[src/design/utf8_decode_with_replacement_unit_assert.svh]
// Assertion macros for the UTF-8 decode unit.
// Included by the top level; expects clk and rst_n in scope.
`ifndef UTF8_DECODE_WITH_REPLACEMENT_UNIT_ASSERT_SVH
`define UTF8_DECODE_WITH_REPLACEMENT_UNIT_ASSERT_SVH

// Same-cycle implication, checked outside reset.
`define UTF8D_ASSERT_NOW(label, ante, cons, msg) \
  label: assert property (@(posedge clk) disable iff (!rst_n) (ante) |-> (cons)) \
    else $error(msg);

// Next-cycle implication, checked outside reset.
`define UTF8D_ASSERT_NEXT(label, ante, cons, msg) \
  label: assert property (@(posedge clk) disable iff (!rst_n) (ante) |=> (cons)) \
    else $error(msg);

`endif

[src/design/utf8d_pkg.sv]
// Shared types and constants for the UTF-8 decode unit.
// No dependencies; used by the lane, merge and top-level modules.
package utf8d_pkg;

  localparam logic [20:0] REPLACEMENT_CP = 21'h00FFFD;
  localparam logic [7:0]  CONT_LOW       = 8'h80;
  localparam logic [7:0]  CONT_HIGH      = 8'hBF;
  localparam logic [5:0]  PAYLOAD_MASK   = 6'b111111;
  localparam logic [7:0]  LEAD_E0        = 8'hE0;
  localparam logic [7:0]  LEAD_ED        = 8'hED;
  localparam logic [7:0]  LEAD_F0        = 8'hF0;
  localparam logic [7:0]  LEAD_F4        = 8'hF4;
  localparam logic [2:0]  MAX_WINDOW     = 3'd4;

  typedef enum logic [1:0] {
    ST_VALID   = 2'd0,
    ST_INVALID = 2'd1,
    ST_TRUNC   = 2'd2
  } status_t;

  // What one lane finds out about its window byte.
  typedef struct packed {
    logic       is_cont;   // 80..BF
    logic       ge_a0;     // at least A0
    logic       ge_90;     // at least 90
    logic       le_9f;     // at most 9F
    logic       le_8f;     // at most 8F
    logic [5:0] payload;   // low six bits
  } lane_info_t;

  typedef struct packed {
    logic [20:0] code_point;
    logic [2:0]  consumed;
    status_t     status;
  } result_t;

endpackage

[src/design/utf8_decode_with_replacement_unit.sv]
// UTF-8 decode unit with U+FFFD replacement, one four-byte window per item.
// Depends on utf8d_pkg, utf8d_lane, utf8d_merge and the assertion header.
//
// Usage:
//   The input channel (in_tvalid/in_tready/in_tdata) carries one window per
//   item: four bytes and a count of how many are present. The result channel
//   (out_tvalid/out_tready/out_tdata/out_tuser) returns one item per window:
//   the decoded code point, the number of bytes taken, and a status in tuser.
//   The caller advances its byte stream by the consumed count.
//   Four byte lanes classify the window bytes in parallel and a merge stage
//   forms the result combinationally, ahead of the output register. An item
//   taken into an empty or draining output register shows on out_tvalid in
//   the next cycle. Throughput is one item per cycle while out_tready is high.
//   A skid register behind the output register lets one more item be accepted
//   while a result waits; in_tready drops only while both are full, and the
//   two held results leave in order once out_tready returns.
//   Reset (rst_n low, synchronous) empties both registers; nothing else is
//   kept between items.
module utf8_decode_with_replacement_unit
  import utf8d_pkg::*;
(
  input  logic        clk,
  input  logic        rst_n,
  input  logic        in_tvalid,
  output logic        in_tready,
  input  logic [39:0] in_tdata,   // byte0[7:0], byte1[15:8], byte2[23:16],
                                  // byte3[31:24], avail_count[34:32], zero fill
  output logic        out_tvalid,
  input  logic        out_tready,
  output logic [23:0] out_tdata,  // code_point[20:0], consumed[23:21]
  output logic [1:0]  out_tuser   // status[1:0]
);

  `include "utf8_decode_with_replacement_unit_assert.svh"

  logic [7:0]  win_byte [4];
  lane_info_t  lane_info [4];
  result_t     new_result;

  logic        out_valid_r, out_valid_nxt;
  result_t     out_data_r, out_data_nxt;
  logic        skid_valid_r, skid_valid_nxt;
  result_t     skid_data_r, skid_data_nxt;
  logic        in_fire;
  logic        out_fire;

  genvar g;
  generate
    for (g = 0; g < 4; g++) begin : g_lane
      assign win_byte[g] = in_tdata[8*g +: 8];
      utf8d_lane u_lane (
        .byte_in (win_byte[g]),
        .info    (lane_info[g])
      );
    end
  endgenerate

  utf8d_merge u_merge (
    .lead        (win_byte[0]),
    .avail_count (in_tdata[34:32]),
    .lane1       (lane_info[1]),
    .lane2       (lane_info[2]),
    .lane3       (lane_info[3]),
    .result      (new_result)
  );

  assign in_tready = !skid_valid_r;
  assign in_fire   = in_tvalid && in_tready;
  assign out_fire  = out_valid_r && out_tready;

  always_comb begin
    out_valid_nxt  = out_valid_r;
    out_data_nxt   = out_data_r;
    skid_valid_nxt = skid_valid_r;
    skid_data_nxt  = skid_data_r;
    if (!out_valid_r || out_fire) begin
      // The output register frees up: refill from skid first to keep order.
      if (skid_valid_r) begin
        out_valid_nxt  = 1'b1;
        out_data_nxt   = skid_data_r;
        skid_valid_nxt = 1'b0;
      end else if (in_fire) begin
        out_valid_nxt = 1'b1;
        out_data_nxt  = new_result;
      end else begin
        out_valid_nxt = 1'b0;
      end
    end else if (in_fire) begin
      skid_valid_nxt = 1'b1;
      skid_data_nxt  = new_result;
    end
  end

  always_ff @(posedge clk) begin
    if (!rst_n) begin
      out_valid_r  <= 1'b0;
      skid_valid_r <= 1'b0;
    end else begin
      out_valid_r  <= out_valid_nxt;
      skid_valid_r <= skid_valid_nxt;
    end
    out_data_r  <= out_data_nxt;
    skid_data_r <= skid_data_nxt;
  end

  assign out_tvalid = out_valid_r;
  assign out_tdata  = {out_data_r.consumed, out_data_r.code_point};
  assign out_tuser  = out_data_r.status;

  `UTF8D_ASSERT_NOW(a_skid_behind_out, skid_valid_r, out_valid_r,
                    "skid register holds an item while output register is empty")
  `UTF8D_ASSERT_NOW(a_error_replaces, out_valid_r && (out_data_r.status != ST_VALID),
                    out_data_r.code_point == REPLACEMENT_CP,
                    "error result without replacement code point")
  `UTF8D_ASSERT_NOW(a_consumed_range, out_valid_r,
                    (out_data_r.consumed <= MAX_WINDOW) &&
                    ((out_data_r.consumed != 3'd0) || (out_data_r.status == ST_TRUNC)),
                    "consumed count out of range for status")
  `UTF8D_ASSERT_NEXT(a_accept_shows, in_fire && !out_valid_r, out_valid_r,
                     "accepted item did not reach the output register")

endmodule

[src/design/utf8d_lane.sv]
// One byte lane of the UTF-8 decode unit: classifies a window byte.
// Depends on utf8d_pkg.
module utf8d_lane
  import utf8d_pkg::*;
(
  input  logic [7:0]  byte_in,
  output lane_info_t  info
);

  always_comb begin
    info.is_cont = (byte_in >= CONT_LOW) && (byte_in <= CONT_HIGH);
    info.ge_a0   = (byte_in >= 8'hA0);
    info.ge_90   = (byte_in >= 8'h90);
    info.le_9f   = (byte_in <= 8'h9F);
    info.le_8f   = (byte_in <= 8'h8F);
    info.payload = byte_in[5:0] & PAYLOAD_MASK;
  end

endmodule

[src/design/utf8d_merge.sv]
// Merge stage of the UTF-8 decode unit: combines the lane findings with the
// lead byte into code point, consumed count and status. Depends on utf8d_pkg.
module utf8d_merge
  import utf8d_pkg::*;
(
  input  logic [7:0]  lead,
  input  logic [2:0]  avail_count,
  input  lane_info_t  lane1,
  input  lane_info_t  lane2,
  input  lane_info_t  lane3,
  output result_t     result
);

  // One plus the run of continuation bytes at positions 1..limit-1.
  function automatic logic [2:0] absorb(input logic [2:0] limit,
                                        input logic c1, input logic c2,
                                        input logic c3);
    logic [2:0] n;
    n = 3'd1;
    if (limit > 3'd1 && c1) begin
      n = 3'd2;
      if (limit > 3'd2 && c2) begin
        n = 3'd3;
        if (limit > 3'd3 && c3) begin
          n = 3'd4;
        end
      end
    end
    return n;
  endfunction

  logic [2:0] avail;
  logic [2:0] seq_len;
  logic [2:0] trunc_limit;
  logic       lo_ok;
  logic       hi_ok;
  logic       b1_ok;

  always_comb begin
    avail = (avail_count > MAX_WINDOW) ? MAX_WINDOW : avail_count;
    trunc_limit = (avail < 3'd3) ? avail : 3'd3;

    if (lead >= 8'hC2 && lead <= 8'hDF) begin
      seq_len = 3'd2;
    end else if (lead >= 8'hE0 && lead <= 8'hEF) begin
      seq_len = 3'd3;
    end else if (lead >= 8'hF0 && lead <= 8'hF4) begin
      seq_len = 3'd4;
    end else begin
      seq_len = 3'd0;
    end

    // Special leads narrow the second-byte range inside 80..BF.
    lo_ok = (lead == LEAD_E0) ? lane1.ge_a0 :
            (lead == LEAD_F0) ? lane1.ge_90 : 1'b1;
    hi_ok = (lead == LEAD_ED) ? lane1.le_9f :
            (lead == LEAD_F4) ? lane1.le_8f : 1'b1;
    b1_ok = lane1.is_cont && lo_ok && hi_ok;

    result.code_point = REPLACEMENT_CP;
    result.consumed   = 3'd0;
    result.status     = ST_TRUNC;

    if (avail == 3'd0) begin
      result.consumed = 3'd0;
      result.status   = ST_TRUNC;
    end else if (!lead[7]) begin
      result.code_point = {14'd0, lead[6:0]};
      result.consumed   = 3'd1;
      result.status     = ST_VALID;
    end else if (seq_len == 3'd0) begin
      result.consumed = absorb(avail, lane1.is_cont, lane2.is_cont, lane3.is_cont);
      result.status   = ST_INVALID;
    end else if (seq_len > avail) begin
      result.consumed = absorb(trunc_limit, lane1.is_cont, lane2.is_cont,
                               lane3.is_cont);
      result.status   = ST_TRUNC;
    end else if (!b1_ok) begin
      result.consumed = absorb(avail, lane1.is_cont, lane2.is_cont, lane3.is_cont);
      result.status   = ST_INVALID;
    end else if (seq_len == 3'd2) begin
      result.code_point = {10'd0, lead[4:0], lane1.payload};
      result.consumed   = 3'd2;
      result.status     = ST_VALID;
    end else if (!lane2.is_cont) begin
      result.status   = ST_INVALID;
      result.consumed = 3'd2;
    end else if (seq_len == 3'd3) begin
      result.code_point = {5'd0, lead[3:0], lane1.payload, lane2.payload};
      result.consumed   = 3'd3;
      result.status     = ST_VALID;
    end else if (!lane3.is_cont) begin
      result.status   = ST_INVALID;
      result.consumed = 3'd3;
    end else begin
      result.code_point = {lead[2:0], lane1.payload, lane2.payload, lane3.payload};
      result.consumed   = 3'd4;
      result.status     = ST_VALID;
    end
  end

endmodule

[config.mk]
export PLATFORM = sky130hd
export DESIGN_NAME = utf8_decode_with_replacement_unit
export DESIGN_NICKNAME = d
export VERILOG_FILES = /design/src/design/utf8d_pkg.sv /design/src/design/utf8_decode_with_replacement_unit.sv /design/src/design/utf8d_lane.sv /design/src/design/utf8d_merge.sv
export VERILOG_INCLUDE_DIRS = /design/src /design/src/design
export SDC_FILE = /design/constraint.sdc
export NUM_CORES = 1
export LEC_CHECK = 0
export BUFFER_PORTS_ARGS = -buffer_cell sky130_fd_sc_hd__buf_2
export CAP_MARGIN = 20
export CORE_ASPECT_RATIO = 0.8
export CORE_MARGIN = 5
export CORE_UTILIZATION = 37
export DETAILED_ROUTE_END_ITERATION = 8
export PLACE_DENSITY = 0.67
export SYNTH_ARGS = -nofsm -noshare
export SYNTH_HDL_FRONTEND = slang
export SYNTH_SLANG_ARGS = --single-unit
[constraint.sdc]
create_clock -name clk -period 6.06 [get_ports clk]
set_clock_uncertainty 0.2 [all_clocks]
set_input_delay 1.818 -clock clk [delete_from_list [all_inputs] [get_ports clk]]
set_output_delay 1.818 -clock clk [all_outputs]
set_load 0.05 [all_outputs]
==> results of run 1 <==
-- logic make-up (layout without fill, tap and decap cells) --
group / count (synthesis) / count (layout) / share of synthesized area
AND/OR/NAND/NOR: 118 / 118 / 0.1988
multiplexers: 2 / 2 / 0.006949
AO/OA/AOI/OAI: 106 / 106 / 0.2197
adder cells (fa/ha/maj): 3 / 3 / 0.01158
buffers and inverters: 37 / 96 / 0.06872
flip-flops: 54 / 54 / 0.4942
-- worst max-delay path: stages --
cell and delay [ns]:
sky130_fd_sc_hd__buf_2 0.17, sky130_fd_sc_hd__nor4_1 0.59, sky130_fd_sc_hd__or3_1 0.22, sky130_fd_sc_hd__nand2_1 0.06
sky130_fd_sc_hd__ha_1 0.29, sky130_fd_sc_hd__a211oi_1 0.28, sky130_fd_sc_hd__o21bai_1 0.12, sky130_fd_sc_hd__or4b_1 0.78
sky130_fd_sc_hd__nor3_4 0.45, sky130_fd_sc_hd__a221oi_1 0.17
-- area by class of cell --
cell class | instances | area, sq um | area share
flip-flops and latches | 54 | 1602 | 0.4314
inverters | 15 | 56.30 | 0.01517
clock inverters | 3 | 21.27 | 0.005730
multi-input cells | 229 | 1421 | 0.3829
repair buffers | 73 | 402.9 | 0.1085
well taps | 112 | 140.1 | 0.03775
clock buffers | 5 | 68.82 | 0.01854
-- state kept, by name (all words and copies together) (netlist names) --
signal	count
out_tuser	2
out_tdata	24
out_tvalid	1
skid_valid_r	1
skid_data_r	26
-- cell usage in the layout (no fill, tap or decap), types with 3 or more instances in the layout --
| cell type | Yosys | final |
|---|---|---|
| sky130_fd_sc_hd__a31o_2 | 5 | 5 |
| sky130_fd_sc_hd__buf_4 | 0 | 6 |
| sky130_fd_sc_hd__nor3_1 | 13 | 13 |
| sky130_fd_sc_hd__a21oi_1 | 27 | 27 |
| sky130_fd_sc_hd__a221oi_1 | 8 | 8 |
| sky130_fd_sc_hd__edfxtp_1 | 52 | 52 |
| sky130_fd_sc_hd__a2bb2oi_1 | 6 | 6 |
| sky130_fd_sc_hd__nand3_1 | 9 | 9 |
| sky130_fd_sc_hd__clkbuf_8 | 3 | 5 |
| sky130_fd_sc_hd__nand4_1 | 4 | 4 |
| sky130_fd_sc_hd__a211oi_1 | 3 | 3 |
| sky130_fd_sc_hd__nand2b_1 | 4 | 4 |
| sky130_fd_sc_hd__nor2b_1 | 5 | 5 |
| sky130_fd_sc_hd__o21ai_0 | 26 | 26 |
| sky130_fd_sc_hd__nor4_1 | 3 | 3 |
| sky130_fd_sc_hd__nor2_1 | 30 | 30 |
| sky130_fd_sc_hd__and2_1 | 10 | 10 |
| sky130_fd_sc_hd__inv_1 | 13 | 13 |
| sky130_fd_sc_hd__o32a_1 | 3 | 3 |
| sky130_fd_sc_hd__buf_2 | 4 | 66 |
| sky130_fd_sc_hd__a31oi_1 | 3 | 3 |
| sky130_fd_sc_hd__or3_1 | 9 | 9 |
| sky130_fd_sc_hd__nand2_1 | 16 | 16 |
| sky130_fd_sc_hd__a21o_1 | 3 | 3 |
| sky130_fd_sc_hd__o31ai_1 | 9 | 9 |
| sky130_fd_sc_hd__ha_1 | 3 | 3 |
-- worst paths after layout --
check	start	to	slack [ns]
setup / recovery	in_tdata[4]	out_tdata[11]$_DFFE_PP_	0.94
hold / removal	skid_data_r[4]$_DFFE_PP_	out_tdata[23]$_DFFE_PP_	0.35
setup reg to reg	skid_valid_r$_SDFFE_PP0P_	out_tdata[5]$_DFFE_PP_	3.91
hold reg to reg	skid_data_r[4]$_DFFE_PP_	out_tdata[23]$_DFFE_PP_	0.35
-- per-stage QoR --
stage	setup WS, ns	power [mW]	util
3_3_place_gp	0.7057	0.6078	0.4219
4_1_cts	0.9612	0.8112	0.4325
2_1_floorplan	0.9865	0.5655	-
6_report	0.9374	0.8071	0.4357
3_5_place_dp	0.6405	0.6111	0.4219
5_1_grt	0.6507	0.8410	0.4357
-- report_power, final --
| group | leakage, nW | switching (mW) | internal, mW |
|---|---|---|---|
| combinational | 0.821 | 0.123 | 0.0499 |
| sequential | 0.492 | 0.00345 | 0.430 |
| clock | 0.0441 | 0.120 | 0.0814 |
| total | 1.36 | 0.246 | 0.561 |
-- routing by layer --
metal  track usage  share of wire  vias to the layer above
met5             0         0.0025                        -
li1              -              -                     1336
met2        0.2568           0.47                      127
met1        0.2069           0.42                     1319
met3       0.03863          0.098                       14
met4       0.03956         0.0075                        4
==> implementation parameters, run 1 <==
Parameter                              Value

Outcome
  Result of the run    complete, no violations

Synthesis
  Most instantiated library cell after synthesis    sky130_fd_sc_hd__edfxtp_1
  Synth warnings    0
  Flip-flop and latch count after synthesis    54
  Number of enable flip-flop cells after synthesis    52
  Fraction of post-synthesis cell area in the top cell type by area    0.4819
  Netlist cell types    54
  Yosys top cell by area    sky130_fd_sc_hd__edfxtp_1
  Cell types occupying the most area after synthesis    sky130_fd_sc_hd__edfxtp_1 48%, sky130_fd_sc_hd__a21oi_1 4.2%, sky130_fd_sc_hd__o21ai_0 4.0%, sky130_fd_sc_hd__nor2_1 3.5%, sky130_fd_sc_hd__a221oi_1 2.2%
  Combined area of all synthesized cells    0.003241 sq mm
  Sequential element share of the synthesized area    0.4942
  Most instantiated flip-flop cell in the synthesis netlist    sky130_fd_sc_hd__edfxtp_1
  Most common library cells after synthesis    52 x sky130_fd_sc_hd__edfxtp_1, 30 x sky130_fd_sc_hd__nor2_1, 27 x sky130_fd_sc_hd__a21oi_1
  Syn_nets    367
  Cell count after synthesis    320
  Avg Synthesized Cell Area    10.13 sq um
  Post-synth ARST share    0

Placement
  Cell area after placement    0.003595 sq mm
  RePlAce Congestion    0.8427
  Count of input and output buffers    66
  HPWL Detailed    5999 um
  Placed cell count    482

STA
  Worst-Margin Slew    0.9222 ns
  Endpoints failing setup    0
  Worst Hold Slack    0.3452 ns
  Final total negative setup slack    0 ns
  Ratio of final minimum period to clock period    0.8453
  Slew headroom    0.3805
  Setup repair after global routing missed its margin    false
  Max Fclk    195.2 MHz
  Pins over their slew limit    0
  Final count of hold timing violations    0
  Crit path time final    5.123 ns

Critical path
  Arrival time worst endpoint    4.94 ns
  Worst Path Max Fanout    14
  Req. time, crit path    5.88 ns
  Startpoint types    input port
  Number of cells on the worst reg-to-reg path    5
  Kind of critical path    input port to flop
  Capturing element type of the critical path    flop

Die
  Core area    0.008521 sq mm
  Die boundary height    93.71 um
  Die Outline Area    0.01074 sq mm
  Initial Utilization    0.3803
  Horizontal die dimension    114.6 um
  I/O pin total    72
  Site row count    30

Routing
  TritonRoute pass-1 iters    5
  Mean routed wirelength per cell    17.05 um
  Aggregate routed wire length    8371 um
  Vias after detailed routing    2800
  DRC violation count after routing    0
  Routed Antenna Nets    0
  Via-to-Cell Ratio    5.703
  Initial DRC count    267

Flow run
  Max-cap check violation count    0

Clock network
  Number of setup buffers added after CTS    0
  Total clock buffers created by CTS    5
  Maximum count of clock buffers along a single path    2
  Buffer cell driving the clock tree root    sky130_fd_sc_hd__clkbuf_8
  Number of levels in the clock H-tree    2
  Insertion delay to the later sink of the worst-skew pair    0.31 ns
  Clock tree from TritonCTS    built
  Post-CTS sizing    0
  Clock Pin Slew Worst Setup and Hold Paths    0.09 ns
  Number of buffers inserted by hold repair at cts    0
  Count of clock tree sinks    54

Global routing
  All-layer global routing usage    0.1565
  Via count of the first global-routing pass    2624
  Wire length of the first global-routing pass    13300 um
  Initial antenna violation count    2
  Residual overflow from global routing    0
  Largest net degree at the start of global routing    35

Cells and area
  Finished Cell Area    0.003712 sq mm
  # fillers    847
  Area grow syn2layout    14.56%
  Final net count    425
  Share of cells above drive strength 1    0.2612
  Count of inserted antenna diode cells    0
  Final cell count without fillers    491

Worst hold path
  Number of stages on the worst hold path    2
  Worst min-delay path class    flop to flop

Power and ir drop
  Leak Pwr    1.357 nW
  Power density over the cells    217.4 mW/mm^2
  VDD IR-drop max    0.09667 mV
(Power assumes the default switching activity.)
==> inputs of run 2 (changes only) <==
- PLACE_DENSITY: 0.67 -> 0.69
- clock period: 6.06 -> 4.3 ns (I/O delays scaled with it)
==> implementation parameters, run 2 (synthesis results as in run 1) <==
Parameter                              Value

Routing
  Routed Antenna Nets    0
  DRC violation count after routing    0
  TritonRoute pass-1 iters    5
  Vias after detailed routing    2808
  Aggregate routed wire length    8504 um
  Via-to-Cell Ratio    5.594
  Mean routed wirelength per cell    16.94 um
  Initial DRC count    235

STA
  Max Fclk    251.9 MHz
  Final total negative setup slack    0 ns
  Endpoints failing setup    0
  Final critical-path setup slack    0.3303 ns
  Pins over their slew limit    0
  Ratio of final minimum period to clock period    0.9232
  Setup repair after global routing missed its margin    false
  Slew headroom    0.5027
  Crit path time final    3.970 ns
  Worst-Margin Slew    0.7433 ns
  Final count of hold timing violations    0

Cells and area
  Share of cells above drive strength 1    0.2974
  Final cell count without fillers    502
  Most common library cell in the layout ignoring fill and taps    sky130_fd_sc_hd__buf_2
  Area grow syn2layout    17.64%
  Final Core Density    0.4474
  Count of inserted antenna diode cells    0
  Register with the highest flop count    skid_data_r
  Final net count    437
  Max reg flops    26
  Top library cells by usage in the layout, fill and taps aside    66 x sky130_fd_sc_hd__buf_2, 52 x sky130_fd_sc_hd__edfxtp_1, 30 x sky130_fd_sc_hd__nor2_1, 27 x sky130_fd_sc_hd__a21oi_1, 26 x sky130_fd_sc_hd__o21ai_0

Power and ir drop
  Sequential share of power    0.542
  Leak Pwr    1.415 nW
  Fraction of power spent switching nets    0.2978
  Design internal power    0.7918 mW
  Switch Pwr    0.3359 mW
  Power density over the cells    295.8 mW/mm^2
  VDD IR-drop max    0.1275 mV
  Clock network fraction of design power    0.234
  Proportion of power drawn by combinational gates    0.224
  Overall power consumption    1.128 mW

Placement
  RePlAce Congestion    0.8093
  HPWL Detailed    6255 um
  Setup slack at placement    0.02169 ns
  Placed cell count    495
  Count of input and output buffers    66

Critical path
  Capturing element type of the critical path    flop
  Req. time, crit path    4.12 ns
  Kind of critical path    input port to flop
  Worst Path Max Fanout    14
  Startpoint types    input port
  Arrival time worst endpoint    3.79 ns

Clock network
  Clock Pin Slew Worst Setup and Hold Paths    0.09 ns
  Number of setup buffers added after CTS    0
  Number of levels in the clock H-tree    2
  Buffer cell driving the clock tree root    sky130_fd_sc_hd__clkbuf_8
  Insertion delay to the later sink of the worst-skew pair    0.30 ns
  Maximum count of clock buffers along a single path    2
  Number of buffers inserted by hold repair at cts    0
  Clock tree from TritonCTS    built
  Post-CTS sizing    0
  Total clock buffers created by CTS    5
  Count of clock tree sinks    54

Die
  Core area    0.008521 sq mm
  Horizontal die dimension    114.6 um
  Die boundary height    93.71 um
  Initial Utilization    0.3803
  I/O pin total    72
  Site row count    30
  Die Outline Area    0.01074 sq mm

Global routing
  Wire length of the first global-routing pass    13620 um
  Largest net degree at the start of global routing    34
  Initial antenna violation count    0
  Via count of the first global-routing pass    2682
  All-layer global routing usage    0.1601
  Residual overflow from global routing    0

Worst hold path
  Worst min-delay path class    flop to flop

Outcome
  Result of the run    complete, no violations

Flow run
  Max-cap check violation count    0
==> run 2: stage by stage <==
step / hold WS, ns / area [sq um]
global route: 0.3801 / 3812
detailed placement: 0.3265 / 3734
finish: 0.3465 / 3812
floorplan: 0.2984 / 3288
global placement: 0.3183 / 3734
CTS: 0.3493 / 3812
==> run 2: cell type report <==
type / count / area (sq um)
Timing Repair Buffer: 85 / 473.0
Tap cell: 112 / 140.1
Inverter: 15 / 57.56
Sequential cell: 54 / 1602
Fill cell: 827 / 4708
Multi-Input combinational cell: 229 / 1461
Clock inverter: 2 / 10.01
Clock buffer: 5 / 68.82
==> run 2: layer usage <==
layer / part of all wire / vias up / routed length, um / track usage
li1: - / 1362 / - / -
met1: 0.44 / 1319 / 3767 / 0.2167
met2: 0.47 / 120 / 3986 / 0.2626
met3: 0.080 / 7 / 683 / 0.03284
met4: 0.0078 / 0 / 66 / 0.03858
met5: 0 / - / 0 / 0
==> run 2: final timing paths <==
| kind | to | cells past startpoint | from | slack (ns) |
|---|---|---|---|---|
| max | out_tdata[10]$_DFFE_PP_ | 11 | in_tdata[6] | 0.33 |
| min | out_tdata[21]$_DFFE_PP_ | 2 | skid_data_r[2]$_DFFE_PP_ | 0.35 |
| min reg2reg | out_tdata[21]$_DFFE_PP_ | 2 | skid_data_r[2]$_DFFE_PP_ | 0.35 |
| max reg2reg | out_tdata[6]$_DFFE_PP_ | 4 | skid_valid_r$_SDFFE_PP0P_ | 2.45 |
==> run 2: power groups by stage <==
stage,Sequential [mW],Combinational [mW],Clock [mW]
final,0.611,0.252,0.264
after global routing,0.614,0.272,0.296
after floorplan,0.689,0.113,0
after CTS,0.611,0.252,0.271
after global placement,0.623,0.247,0
after detailed placement,0.623,0.251,0
==> run 2: worst max-delay path: stages <==
cell and delay, ns:
sky130_fd_sc_hd__buf_2 0.14, sky130_fd_sc_hd__nand2_2 0.11, sky130_fd_sc_hd__or3_4 0.38, sky130_fd_sc_hd__nand2_1 0.11, sky130_fd_sc_hd__ha_4 0.21, sky130_fd_sc_hd__a211oi_2 0.24, sky130_fd_sc_hd__o21bai_1 0.11, sky130_fd_sc_hd__or4b_1 0.46
sky130_fd_sc_hd__buf_4 0.21, sky130_fd_sc_hd__nor3_4 0.34, sky130_fd_sc_hd__a221oi_1 0.19
==> inputs of run 3 (changes only) <==
- CORE_ASPECT_RATIO: 0.8 -> 0.6
- PLACE_DENSITY: 0.69 -> 0.68
- SLEW_MARGIN: not set -> 20
==> implementation parameters, run 3 (synthesis results as in run 1) <==
Parameter                              Value

Routing
  Initial DRC count    394
  DRC violation count after routing    0
  Routed Antenna Nets    0
  Via-to-Cell Ratio    5.566
  Aggregate routed wire length    8838 um
  TritonRoute pass-1 iters    5
  Mean routed wirelength per cell    17.30 um
  Vias after detailed routing    2844

Clock network
  Buffer cell driving the clock tree root    sky130_fd_sc_hd__clkbuf_16
  Number of buffers inserted by hold repair at cts    0
  Post-CTS sizing    0
  Count of clock tree sinks    54
  Number of setup buffers added after CTS    0
  Maximum count of clock buffers along a single path    2
  Number of levels in the clock H-tree    2
  Insertion delay to the later sink of the worst-skew pair    0.29 ns
  Clock tree from TritonCTS    built
  Clock Pin Slew Worst Setup and Hold Paths    0.07 ns
  Total clock buffers created by CTS    5

Placement
  RePlAce Congestion    0.9067
  Setup slack at placement    -0.004615 ns
  Count of input and output buffers    66
  HPWL Detailed    6710 um

Critical path
  Capturing element type of the critical path    flop
  Cells along the critical path    buf_2, buf_4, o21a_1, nor3_1, ha_1, o21ai_0, o21bai_1, or4b_1, buf_4, buf_4, o32a_2
  Count of cell instances traversed by the critical path    11
  CP most frequent cell    sky130_fd_sc_hd__buf_4
  Critical register-to-register path endpoint    out_tdata[6]$_DFFE_PP_
  Crit path to    skid_data_r[7]$_DFFE_PP_
  Worst Path Max Fanout    10
  Req. time, crit path    4.15 ns
  Worst reg-to-reg setup slack    2.31 ns
  Highest-delay cell along the critical path    sky130_fd_sc_hd__or4b_1
  Number of cells on the worst reg-to-reg path    5
  Delay-heaviest family, CP    compound AO/OA/AOI/OAI gates
  Arrival time worst endpoint    3.87 ns
  Crit path launch    in_tdata[2]
  Slowest Stage Delay on Critical Path    0.47 ns
  Kind of critical path    input port to flop
  Count of buffer and inverter cells on the critical path    4
  FF-to-FF Start    skid_valid_r$_SDFFE_PP0P_
  Startpoint types    input port

Power and ir drop
  Power density over the cells    338.2 mW/mm^2
  Leak Pwr    1.495 nW
  Overall power consumption    1.346 mW
  VDD IR-drop max    0.1590 mV

Die
  Core area    0.008523 sq mm
  Initial Utilization    0.3802
  Die Outline Area    0.01079 sq mm
  Horizontal die dimension    130.8 um
  Site row count    26
  Die boundary height    82.49 um
  I/O pin total    72

Cells and area
  Final net count    445
  Most common library cell in the layout ignoring fill and taps    sky130_fd_sc_hd__buf_2
  Top library cells by usage in the layout, fill and taps aside    66 x sky130_fd_sc_hd__buf_2, 52 x sky130_fd_sc_hd__edfxtp_1, 30 x sky130_fd_sc_hd__nor2_1, 27 x sky130_fd_sc_hd__a21oi_1
  Count of inserted antenna diode cells    0
  Max reg flops    26
  Area grow syn2layout    22.82%
  Share of cells above drive strength 1    0.3133
  Register with the highest flop count    skid_data_r

Flow run
  Max-cap check violation count    0

STA
  Slew headroom    0.5099
  Setup repair after global routing missed its margin    false
  Pins over their slew limit    0
  Crit path time final    4.028 ns
  Ratio of final minimum period to clock period    0.9367
  Final count of hold timing violations    0
  Final critical-path setup slack    0.2721 ns
  Worst-Margin Slew    0.7325 ns
  Worst Hold Slack    0.3452 ns
  Final total negative setup slack    0 ns
  Max Fclk    248.3 MHz
  Endpoints failing setup    0

Global routing
  Via count of the first global-routing pass    2627
  Initial antenna violation count    0
  Largest net degree at the start of global routing    35
  Residual overflow from global routing    0
  Wire length of the first global-routing pass    14260 um
  All-layer global routing usage    0.1703

Outcome
  Result of the run    complete, no violations

Worst hold path
  Worst min-delay path class    flop to flop
==> run 3: changes by cell type in the layout (fill, tap and decap cells not counted), moves of 2 or more <==
cell | previous run | this run
sky130_fd_sc_hd__clkbuf_8 | 5 | 0
sky130_fd_sc_hd__clkinv_2 | 3 | 1
sky130_fd_sc_hd__clkbuf_16 | 0 | 5
sky130_fd_sc_hd__buf_4 | 19 | 26
==> run 3: area by class of cell <==
cell class                 instances  area, sq um
clock inverter                     3        48.80
inverter                          15        57.56
clock buffer                       5        125.1
fill                             818         4543
tap                              112        140.1
timing repair buffer              93        545.5
sequential                        54         1602
multi-input combinational        229         1461
==> run 3: worst min path at each step <==
stage,startpoint,to,slack [ns],depth (start not counted)
6_report,skid_data_r[4]$_DFFE_PP_,out_tdata[23]$_DFFE_PP_,0.35,2
5_1_grt,skid_data_r[4]$_DFFE_PP_,out_tdata[23]$_DFFE_PP_,0.37,2
4_1_cts,skid_data_r[4]$_DFFE_PP_,out_tdata[23]$_DFFE_PP_,0.35,2
3_5_place_dp,skid_data_r[4]$_DFFE_PP_,out_tdata[23]$_DFFE_PP_,0.33,2
3_3_place_gp,skid_data_r[4]$_DFFE_PP_,out_tdata[23]$_DFFE_PP_,0.31,2
2_1_floorplan,skid_data_r[2]$_DFFE_PP_,out_tdata[21]$_DFFE_PP_,0.30,2
==> run 3: worst register-to-register path, cell delays in order (launching register included) <==
cell	delay [ns]
sky130_fd_sc_hd__dfxtp_1	0.30
sky130_fd_sc_hd__buf_4	0.24
sky130_fd_sc_hd__inv_1	0.45
sky130_fd_sc_hd__nand2_1	0.26
sky130_fd_sc_hd__o31ai_1	0.15
sky130_fd_sc_hd__a2bb2oi_1	0.14
==> run 3: power breakdown <==
group | internal [mW] | total, mW | switching [mW] | leakage (nW)
clock network | 0.279 | 0.473 | 0.193 | 0.0819
logic | 0.0805 | 0.262 | 0.181 | 0.921
registers | 0.606 | 0.612 | 0.00532 | 0.492
total | 0.966 | 1.35 | 0.380 | 1.49
==> run 3: metal layers <==
metal  track usage  wire length (um)
met5             0                 0
met4       0.02567                19
met3       0.03856               759
met2        0.2263              3433
met1        0.2792              4626
==> run 3: metrics by stage <==
step	instance area [sq um]	std cells	util
floorplan	3288	320	-
global placement	3806	503	0.4466
detailed placement	3806	503	0.4466
CTS	3980	511	0.4670
global route	3980	511	0.4670
finish	3980	511	0.4670
